`config.mk`:
```
export PLATFORM = sky130hd
export DESIGN_NAME = sorted_counted_store_rr_dispense
export DESIGN_NICKNAME = d
export VERILOG_FILES = /design/src/rtl/scs_pkg.sv /design/src/rtl/sorted_counted_store_rr_dispense.sv
export SDC_FILE = /design/constraint.sdc
export NUM_CORES = 1
export LEC_CHECK = 0
export ABC_CLOCK_PERIOD_IN_PS = 8640
export BUFFER_PORTS_ARGS = -buffer_cell sky130_fd_sc_hd__clkbuf_2
export CORE_ASPECT_RATIO = 1.5
export CORE_MARGIN = 2
export CORE_UTILIZATION = 57
export DETAILED_ROUTE_END_ITERATION = 10
export PLACE_DENSITY = 0.82
export SYNTH_ARGS = -nofsm -noshare
export SYNTH_HDL_FRONTEND = slang
export SYNTH_SLANG_ARGS = --single-unit
```
`constraint.sdc`:
```
create_clock -name clk -period 8.64 [get_ports clk]
set_clock_uncertainty 0.2 [all_clocks]
set_input_delay 0.864 -clock clk [delete_from_list [all_inputs] [get_ports clk]]
set_output_delay 0.864 -clock clk [all_outputs]
set_load 0.05 [all_outputs]
```
`src/rtl/scs_pkg.sv`:
```
// scs_pkg: shared types and constants for the sorted counted store
// holds transfer payload structs, command and status codes, sequencer states
// no dependencies
`timescale 1ns / 1ps
`default_nettype none

package scs_pkg;

  // fixed field widths of the channels
  localparam int TYPE_FIELD_W  = 16;
  localparam int PORT_FIELD_W  = 4;
  localparam int ENTRIES_W     = 5;
  localparam int MASK_W        = 12;
  localparam int PORT_SPAN     = 2 ** PORT_FIELD_W;

  // parameter defaults
  localparam int DEF_TABLE_DEPTH = 16;
  localparam int DEF_NUM_PORTS   = 12;
  localparam int DEF_TYPE_BITS   = 16;
  localparam int DEF_COUNT_BITS  = 16;

  typedef enum logic {
    CMD_ADD      = 1'b0,
    CMD_DISPENSE = 1'b1
  } cmd_t;

  typedef enum logic [2:0] {
    STAT_ADDED     = 3'd0,
    STAT_DISPENSED = 3'd1,
    STAT_NOT_TAKEN = 3'd2,
    STAT_NOTHING   = 3'd3,
    STAT_DROPPED   = 3'd4
  } status_t;

  typedef struct packed {
    cmd_t                    command;
    logic [TYPE_FIELD_W-1:0] type_code;
    logic [PORT_FIELD_W-1:0] port;
    logic                    downstream_ready;
  } in_item_t;

  typedef struct packed {
    status_t                 status;
    logic [TYPE_FIELD_W-1:0] item_type;
    logic [ENTRIES_W-1:0]    entries_used;
  } out_item_t;

  typedef enum logic [3:0] {
    ST_IDLE,
    ST_SRCH_RD,
    ST_SRCH_CHK,
    ST_SHUP_RD,
    ST_SHUP_WR,
    ST_INS,
    ST_MOD,
    ST_DISP_CHK,
    ST_SHDN_RD,
    ST_SHDN_WR
  } state_t;

endpackage

`default_nettype wire

```
`src/rtl/sorted_counted_store_rr_dispense.sv`:
```
// sorted_counted_store_rr_dispense: sorted type/count table with round-robin dispense
// one entry memory walked by a small sequencer; uses scs_pkg
//
//   channel | ports                         | handshake
//   input   | start, busy, in_data          | transfer when start & !busy
//   result  | out_strobe, out_data          | one-cycle strobe, never stalled
//   config  | cfg_valid, cfg_ready, cfg_data| transfer when cfg_valid & cfg_ready
//
// each search or shift step is a read cycle and a use cycle; the receiver cannot
// stall results. add: search entries in order, shift larger ones up, place the new one
// dispense: reduce the pointer modulo the entry count, offer the entry at it, and shift
// entries down when one empties; with nothing to offer the result follows the transfer
// synchronous active-low reset clears entry count, pointers and enable mask; the
// table memory has no reset, only entries below the entry count are ever used
`timescale 1ns / 1ps
`default_nettype none

module sorted_counted_store_rr_dispense #(
  parameter int TABLE_DEPTH = scs_pkg::DEF_TABLE_DEPTH,
  parameter int NUM_PORTS   = scs_pkg::DEF_NUM_PORTS,
  parameter int TYPE_BITS   = scs_pkg::DEF_TYPE_BITS,
  parameter int COUNT_BITS  = scs_pkg::DEF_COUNT_BITS
) (
  input  wire                             clk,
  input  wire                             rst_n,
  input  wire                             start,
  output logic                            busy,
  input  wire scs_pkg::in_item_t          in_data,
  output logic                            out_strobe,
  output scs_pkg::out_item_t              out_data,
  input  wire                             cfg_valid,
  output logic                            cfg_ready,
  input  wire [scs_pkg::MASK_W-1:0]       cfg_data
);

  localparam int ADDR_W  = $clog2(TABLE_DEPTH);
  localparam int CNT_W   = $clog2(TABLE_DEPTH + 1);
  localparam int ENT_W   = TYPE_BITS + COUNT_BITS;
  localparam int PIDX_W  = (NUM_PORTS > 1) ? $clog2(NUM_PORTS) : 1;

  // entry memory: type in the upper bits, count in the lower
  logic [ENT_W-1:0]  mem [TABLE_DEPTH];
  logic [ENT_W-1:0]  rd_data_r;
  logic [ADDR_W-1:0] rd_addr;
  logic              wr_en;
  logic [ADDR_W-1:0] wr_addr;
  logic [ENT_W-1:0]  wr_data;

  // round-robin pointers, one per port
  logic [CNT_W-1:0]  ptr_tab_r [NUM_PORTS];
  logic              ptr_we;
  logic [CNT_W-1:0]  ptr_wdata;

  scs_pkg::state_t     state_r, state_nxt;
  logic [CNT_W-1:0]    total_r, total_nxt;
  logic [CNT_W-1:0]    idx_r, idx_nxt;
  logic [CNT_W-1:0]    pos_r, pos_nxt;
  logic [CNT_W-1:0]    ptr_r, ptr_nxt;
  logic [TYPE_BITS-1:0] code_r, code_nxt;
  logic [PIDX_W-1:0]   port_r, port_nxt;
  logic                rdy_r, rdy_nxt;
  logic [scs_pkg::MASK_W-1:0] mask_r;
  logic                out_strobe_r, out_strobe_nxt;
  scs_pkg::out_item_t  out_data_r, out_data_nxt;

  logic [scs_pkg::PORT_SPAN-1:0] mask_ext;
  logic [TYPE_BITS-1:0]  rd_type;
  logic [COUNT_BITS-1:0] rd_count;
  logic [COUNT_BITS-1:0] count_dec;
  logic                  tab_full;
  logic                  port_ok;

  assign mask_ext  = {{(scs_pkg::PORT_SPAN - scs_pkg::MASK_W){1'b0}}, mask_r};
  assign rd_type   = rd_data_r[ENT_W-1:COUNT_BITS];
  assign rd_count  = rd_data_r[COUNT_BITS-1:0];
  assign count_dec = rd_count - COUNT_BITS'(1);
  assign tab_full  = (total_r == CNT_W'(TABLE_DEPTH));
  assign port_ok   = (32'(in_data.port) < NUM_PORTS) && mask_ext[in_data.port];

  assign busy       = (state_r != scs_pkg::ST_IDLE);
  assign cfg_ready  = 1'b1;
  assign out_strobe = out_strobe_r;
  assign out_data   = out_data_r;

  // memory ports
  always_ff @(posedge clk) begin
    if (wr_en) begin
      mem[wr_addr] <= wr_data;
    end
    rd_data_r <= mem[rd_addr];
  end

  // pointer table
  always_ff @(posedge clk) begin
    if (!rst_n) begin
      for (int i = 0; i < NUM_PORTS; i++) begin
        ptr_tab_r[i] <= '0;
      end
    end else if (ptr_we) begin
      ptr_tab_r[port_r] <= ptr_wdata;
    end
  end

  // configuration register
  always_ff @(posedge clk) begin
    if (!rst_n) begin
      mask_r <= '0;
    end else if (cfg_valid && cfg_ready) begin
      mask_r <= cfg_data;
    end
  end

  // control registers
  always_ff @(posedge clk) begin
    if (!rst_n) begin
      state_r      <= scs_pkg::ST_IDLE;
      total_r      <= '0;
      out_strobe_r <= 1'b0;
    end else begin
      state_r      <= state_nxt;
      total_r      <= total_nxt;
      out_strobe_r <= out_strobe_nxt;
    end
  end

  // working registers
  always_ff @(posedge clk) begin
    idx_r      <= idx_nxt;
    pos_r      <= pos_nxt;
    ptr_r      <= ptr_nxt;
    code_r     <= code_nxt;
    port_r     <= port_nxt;
    rdy_r      <= rdy_nxt;
    out_data_r <= out_data_nxt;
  end

  // sequencer
  always_comb begin
    state_nxt      = state_r;
    total_nxt      = total_r;
    idx_nxt        = idx_r;
    pos_nxt        = pos_r;
    ptr_nxt        = ptr_r;
    code_nxt       = code_r;
    port_nxt       = port_r;
    rdy_nxt        = rdy_r;
    out_strobe_nxt = 1'b0;
    out_data_nxt   = out_data_r;
    rd_addr        = idx_r[ADDR_W-1:0];
    wr_en          = 1'b0;
    wr_addr        = idx_r[ADDR_W-1:0];
    wr_data        = rd_data_r;
    ptr_we         = 1'b0;
    ptr_wdata      = ptr_r;

    unique case (state_r)
      scs_pkg::ST_IDLE: begin
        if (start) begin
          code_nxt = TYPE_BITS'(in_data.type_code);
          port_nxt = PIDX_W'(in_data.port);
          rdy_nxt  = in_data.downstream_ready;
          idx_nxt  = '0;
          if (in_data.command == scs_pkg::CMD_ADD) begin
            state_nxt = scs_pkg::ST_SRCH_RD;
          end else if (port_ok && (total_r != '0)) begin
            ptr_nxt   = ptr_tab_r[PIDX_W'(in_data.port)];
            state_nxt = scs_pkg::ST_MOD;
          end else begin
            // bad port, disabled port or empty table
            out_strobe_nxt            = 1'b1;
            out_data_nxt.status       = scs_pkg::STAT_NOTHING;
            out_data_nxt.item_type    = '0;
            out_data_nxt.entries_used = scs_pkg::ENTRIES_W'(total_r);
          end
        end
      end

      // search: read entry idx
      scs_pkg::ST_SRCH_RD: begin
        if (idx_r == total_r) begin
          // no larger or equal entry, new entry goes at the end unless the table is full
          if (tab_full) begin
            out_strobe_nxt            = 1'b1;
            out_data_nxt.status       = scs_pkg::STAT_DROPPED;
            out_data_nxt.item_type    = scs_pkg::TYPE_FIELD_W'(code_r);
            out_data_nxt.entries_used = scs_pkg::ENTRIES_W'(total_r);
            state_nxt                 = scs_pkg::ST_IDLE;
          end else begin
            pos_nxt   = total_r;
            state_nxt = scs_pkg::ST_INS;
          end
        end else begin
          rd_addr   = idx_r[ADDR_W-1:0];
          state_nxt = scs_pkg::ST_SRCH_CHK;
        end
      end

      // search: compare entry idx against the code
      scs_pkg::ST_SRCH_CHK: begin
        if (rd_type == code_r) begin
          out_strobe_nxt            = 1'b1;
          out_data_nxt.item_type    = scs_pkg::TYPE_FIELD_W'(code_r);
          out_data_nxt.entries_used = scs_pkg::ENTRIES_W'(total_r);
          state_nxt                 = scs_pkg::ST_IDLE;
          if (&rd_count) begin
            out_data_nxt.status = scs_pkg::STAT_DROPPED;
          end else begin
            out_data_nxt.status = scs_pkg::STAT_ADDED;
            wr_en   = 1'b1;
            wr_addr = idx_r[ADDR_W-1:0];
            wr_data = {rd_type, rd_count + COUNT_BITS'(1)};
          end
        end else if (rd_type > code_r) begin
          if (tab_full) begin
            out_strobe_nxt            = 1'b1;
            out_data_nxt.status       = scs_pkg::STAT_DROPPED;
            out_data_nxt.item_type    = scs_pkg::TYPE_FIELD_W'(code_r);
            out_data_nxt.entries_used = scs_pkg::ENTRIES_W'(total_r);
            state_nxt                 = scs_pkg::ST_IDLE;
          end else begin
            pos_nxt   = idx_r;
            idx_nxt   = total_r;
            state_nxt = scs_pkg::ST_SHUP_RD;
          end
        end else begin
          idx_nxt   = idx_r + CNT_W'(1);
          state_nxt = scs_pkg::ST_SRCH_RD;
        end
      end

      // shift up: read entry idx-1
      scs_pkg::ST_SHUP_RD: begin
        if (idx_r == pos_r) begin
          state_nxt = scs_pkg::ST_INS;
        end else begin
          rd_addr   = ADDR_W'(idx_r - CNT_W'(1));
          state_nxt = scs_pkg::ST_SHUP_WR;
        end
      end

      // shift up: move it to entry idx
      scs_pkg::ST_SHUP_WR: begin
        wr_en     = 1'b1;
        wr_addr   = idx_r[ADDR_W-1:0];
        wr_data   = rd_data_r;
        idx_nxt   = idx_r - CNT_W'(1);
        state_nxt = scs_pkg::ST_SHUP_RD;
      end

      // place the new entry with a count of one
      scs_pkg::ST_INS: begin
        wr_en                     = 1'b1;
        wr_addr                   = pos_r[ADDR_W-1:0];
        wr_data                   = {code_r, COUNT_BITS'(1)};
        total_nxt                 = total_r + CNT_W'(1);
        out_strobe_nxt            = 1'b1;
        out_data_nxt.status       = scs_pkg::STAT_ADDED;
        out_data_nxt.item_type    = scs_pkg::TYPE_FIELD_W'(code_r);
        out_data_nxt.entries_used = scs_pkg::ENTRIES_W'(total_r + CNT_W'(1));
        state_nxt                 = scs_pkg::ST_IDLE;
      end

      // pointer modulo entry count by repeated subtraction
      scs_pkg::ST_MOD: begin
        if (ptr_r >= total_r) begin
          ptr_nxt = ptr_r - total_r;
        end else begin
          rd_addr   = ptr_r[ADDR_W-1:0];
          state_nxt = scs_pkg::ST_DISP_CHK;
        end
      end

      // offer the entry at the pointer
      scs_pkg::ST_DISP_CHK: begin
        code_nxt                  = rd_type;
        out_data_nxt.item_type    = scs_pkg::TYPE_FIELD_W'(rd_type);
        out_data_nxt.entries_used = scs_pkg::ENTRIES_W'(total_r);
        ptr_we                    = 1'b1;
        if (!rdy_r) begin
          ptr_wdata           = ptr_r;
          out_strobe_nxt      = 1'b1;
          out_data_nxt.status = scs_pkg::STAT_NOT_TAKEN;
          state_nxt           = scs_pkg::ST_IDLE;
        end else if (count_dec != '0) begin
          wr_en               = 1'b1;
          wr_addr             = ptr_r[ADDR_W-1:0];
          wr_data             = {rd_type, count_dec};
          ptr_wdata           = ptr_r + CNT_W'(1);
          out_strobe_nxt      = 1'b1;
          out_data_nxt.status = scs_pkg::STAT_DISPENSED;
          state_nxt           = scs_pkg::ST_IDLE;
        end else begin
          // entry emptied, close the gap
          ptr_we    = 1'b0;
          idx_nxt   = ptr_r;
          state_nxt = scs_pkg::ST_SHDN_RD;
        end
      end

      // shift down: read entry idx+1
      scs_pkg::ST_SHDN_RD: begin
        if ((idx_r + CNT_W'(1)) >= total_r) begin
          total_nxt                 = total_r - CNT_W'(1);
          ptr_we                    = 1'b1;
          ptr_wdata                 = (total_r == CNT_W'(1)) ? ptr_r : ptr_r + CNT_W'(1);
          out_strobe_nxt            = 1'b1;
          out_data_nxt.status       = scs_pkg::STAT_DISPENSED;
          out_data_nxt.item_type    = scs_pkg::TYPE_FIELD_W'(code_r);
          out_data_nxt.entries_used = scs_pkg::ENTRIES_W'(total_r - CNT_W'(1));
          state_nxt                 = scs_pkg::ST_IDLE;
        end else begin
          rd_addr   = ADDR_W'(idx_r + CNT_W'(1));
          state_nxt = scs_pkg::ST_SHDN_WR;
        end
      end

      // shift down: move it to entry idx
      scs_pkg::ST_SHDN_WR: begin
        wr_en     = 1'b1;
        wr_addr   = idx_r[ADDR_W-1:0];
        wr_data   = rd_data_r;
        idx_nxt   = idx_r + CNT_W'(1);
        state_nxt = scs_pkg::ST_SHDN_RD;
      end

      default: begin
        state_nxt = scs_pkg::ST_IDLE;
      end
    endcase
  end

endmodule

`default_nettype wire
```
==> results.ini <==
[critical_path]
start_kind = flop
crit_type = reg2reg
worstPathArrival_ns = 5.95
cp_common_cell = ha_1
cp_max_fo = 132
end_kind = flop
r2r_cells = 14
cpLargestDelayFamily = simple AND/OR/NAND/NOR gates
slowest_stage = or3_1
slowest_delay_ns = 0.69
worst-path-stages = 14
required_ns = 8.92
crit_chain = ha_1, xor2_1, ha_1, a21o_1, a31oi_1, o21ai_1, a221o_1, nor2_1, a2bb2oi_4, buf_12, or3_1, buf_4, o22ai_1, or4_1
path_buf_inv = 2

[routing]
wirelength_um = 77870
wl_per_cell_um = 26.95
drc = 0
avgViaCountPerCell = 6.557
antenna_left = 0
vias = 18940
drt-pass1-iter-count = 7
initialDrtViolationCount = 2249

[worst_hold_path]
hp-class = in2reg
whs_path_depth = 1

[clock_tree]
cts_tree = done
path_clk_slew_ns = 0.08
cts_root_buf = clkbuf_16
cts-htree-levels = 2
clk_path_buf_depth = 3
cts-resized-gates = 0
clkSinkCount = 706
numCtsBuffers = 58
post_cts_buffers = 0
insertion_delay_ns = 0.62
ctsHoldBuffers = 0

[floorplanning]
rows = 104
fp.dieH_um = 287.6
start_util_pct = 57.30
fp.dieW_um = 193.1
pin_count = 65
die-area_um2 = 55540
coreArea_um2 = 53350

[synthesis]
avgSynthCellArea_um2 = 14.43
synth_flop_cell = edfxtp_1
async_reset_ff_share_pct = 0
synth_compound_area_share_pct = 8.419
synthSimpleGateAreaFrac_pct = 7.760
ys_top_cells_by_area = edfxtp_1 64%, mux2i_1 9.0%, dfxtp_1 3.5%
synth_top_cell_by_area = edfxtp_1
syn_area_um2 = 30570
synthAdderAreaFrac_pct = 1.498
ys_seq_area_share_pct = 67.58
synthCells = 2118
ys_warn_count = 0
synth_edf_count = 652
muxShareOfSynthArea_pct = 11.10
syn-num-nets = 2192
netlist.area_leader.share_pct = 64.05
synthXorXnorAreaFrac_pct = 0.8022
synth.distinct_cells = 84
ys_ff_latch = 706
synth_top_family_by_area = multiplexers

[global_route]
grt_antenna_before_repair = 3
grt_max_degree = 133
grt_pass1_wl_um = 115000
overflow = 0
grt_usage_pct = 27.96
grt_pass1_vias = 18990

[timing]
slew_headroom_pct = 8.211
hold_violations = 0
period_minus_slack_ns = 5.669
max_freq_mhz = 176.4
setup_ws_ns = 2.971
tns_ns = 0
drv_slew = 0
rsz0062_at_grt = false
fin_crit_sh_pct = 65.62
tightest_slew_ns = 1.359
final-setup-viol-count = 0

[outcome]
status = finished, final reports clean

[layout]
final_core_util_pct = 63.05
n_fill_cell = 3756
final_cell_mix = 652 x edfxtp_1, 276 x mux2i_1, 138 x o22ai_1, 117 x nand2_1, 69 x o21ai_0
post-route-cell-area_um2 = 33640
syn2layout_area_growth_pct = 10.03
final_common_cell = edfxtp_1
drive_above_1_share_pct = 12.97
final_nets = 2222

[power]
total_power_w = 0.009373
p_leak_nw = 12.26
pwr_density_cell_nw_per_um2 = 278.7
ir_drop_v = 0.0002041

[placed_design]
pre_cts_ws_ns = 2.939
place_area_um2 = 31740
dp_hpwl_um = 48530
port_buffers = 63
gp_congestion = 0.9360

[flow_run]
drv_cap = 0

layer usage:
| metal | up-vias | GRT usage (%) | routed length (µm) |
|---|---|---|---|
| li1 | 8374 | - | - |
| met1 | 9284 | 31.99 | 26390 |
| met2 | 1013 | 48.37 | 40070 |
| met3 | 271 | 5.400 | 6694 |
| met4 | 0 | 16.59 | 4708 |
| met5 | - | 0 | 0 |
sequential cells by signal, indices dropped and copies added, names as in the netlist:
signal	flops
total_r	5
out_strobe	1
code_r	16
rdy_r	1
ptr_tab_r	80
mem	512
state_r	4
port_r	4
pos_r	5
out_data	24
ptr_r	5
mask_r	12
idx_r	5
rd_data_r	32
final cells by class:
class | count | area, µm² | share of cell area (%)
clock inverter | 29 | 307.8 | 0.9151
sequential | 706 | 20660 | 61.42
timing repair buffer | 121 | 775.7 | 2.306
antenna | 3 | 7.507 | 0.02232
inverter | 60 | 225.2 | 0.6696
tap | 689 | 862.1 | 2.563
multi-input combinational | 1201 | 9214 | 27.39
clock buffer | 80 | 1584 | 4.709
cells in the mapped netlist (12+ instances only):
library cell and n:
mux2i_1 276, ha_1 35, clkbuf_1 94, nand2_1 117, nand3_1 30, a21oi_1 44
a222oi_1 19, xnor2_1 19, mux4_2 28, dfxtp_1 54, buf_2 42, o21ai_0 71
o31ai_1 14, edfxtp_1 652, or3_1 12, o22ai_1 138, inv_1 58, a31oi_1 12
buf_1 12, nor2_1 80, nor3_1 40, nor4_1 41, nor2b_1 21, or4_1 34
nand2b_1 15
metrics by stage:
stage | hold WS (ns) | cells
2_1_floorplan | 0.2768 | 2118
3_3_place_gp | 0.2949 | 2777
3_5_place_dp | 0.3106 | 2777
4_1_cts | 0.2226 | 2886
5_1_grt | 0.2252 | 2888
6_report | 0.2330 | 2889
kinds of logic after synthesis:
| logic type | count (synthesis) |
|---|---|
| DFF | 706 |
| and+or+nand+nor | 450 |
| AOI/OAI and AO/OA | 382 |
| muxes | 304 |
| buffers and inverters | 211 |
| adders and majority gates | 36 |
| xor gates and xnor gates | 28 |
| other | 1 |
worst paths after layout:
| path | from | end | slack, ns |
|---|---|---|---|
| worst max-delay path | idx_r[1] | rd_data_r[29] | 2.97 |
| worst min-delay path | in_data[0] | rdy_r | 0.23 |
| worst max register to register | idx_r[1] | rd_data_r[29] | 2.97 |
| worst min register to register | mask_r[11] | mask_r[11] | 0.33 |
power by group:
part	switching, W	internal, W	total (W)
combinational	0.00147	0.000748	0.00222
clock	0.00119	0.00141	0.00260
sequential	0.000258	0.00430	0.00455
total	0.00292	0.00646	0.00937
Note: power is estimated with default switching activity, not from simulation.
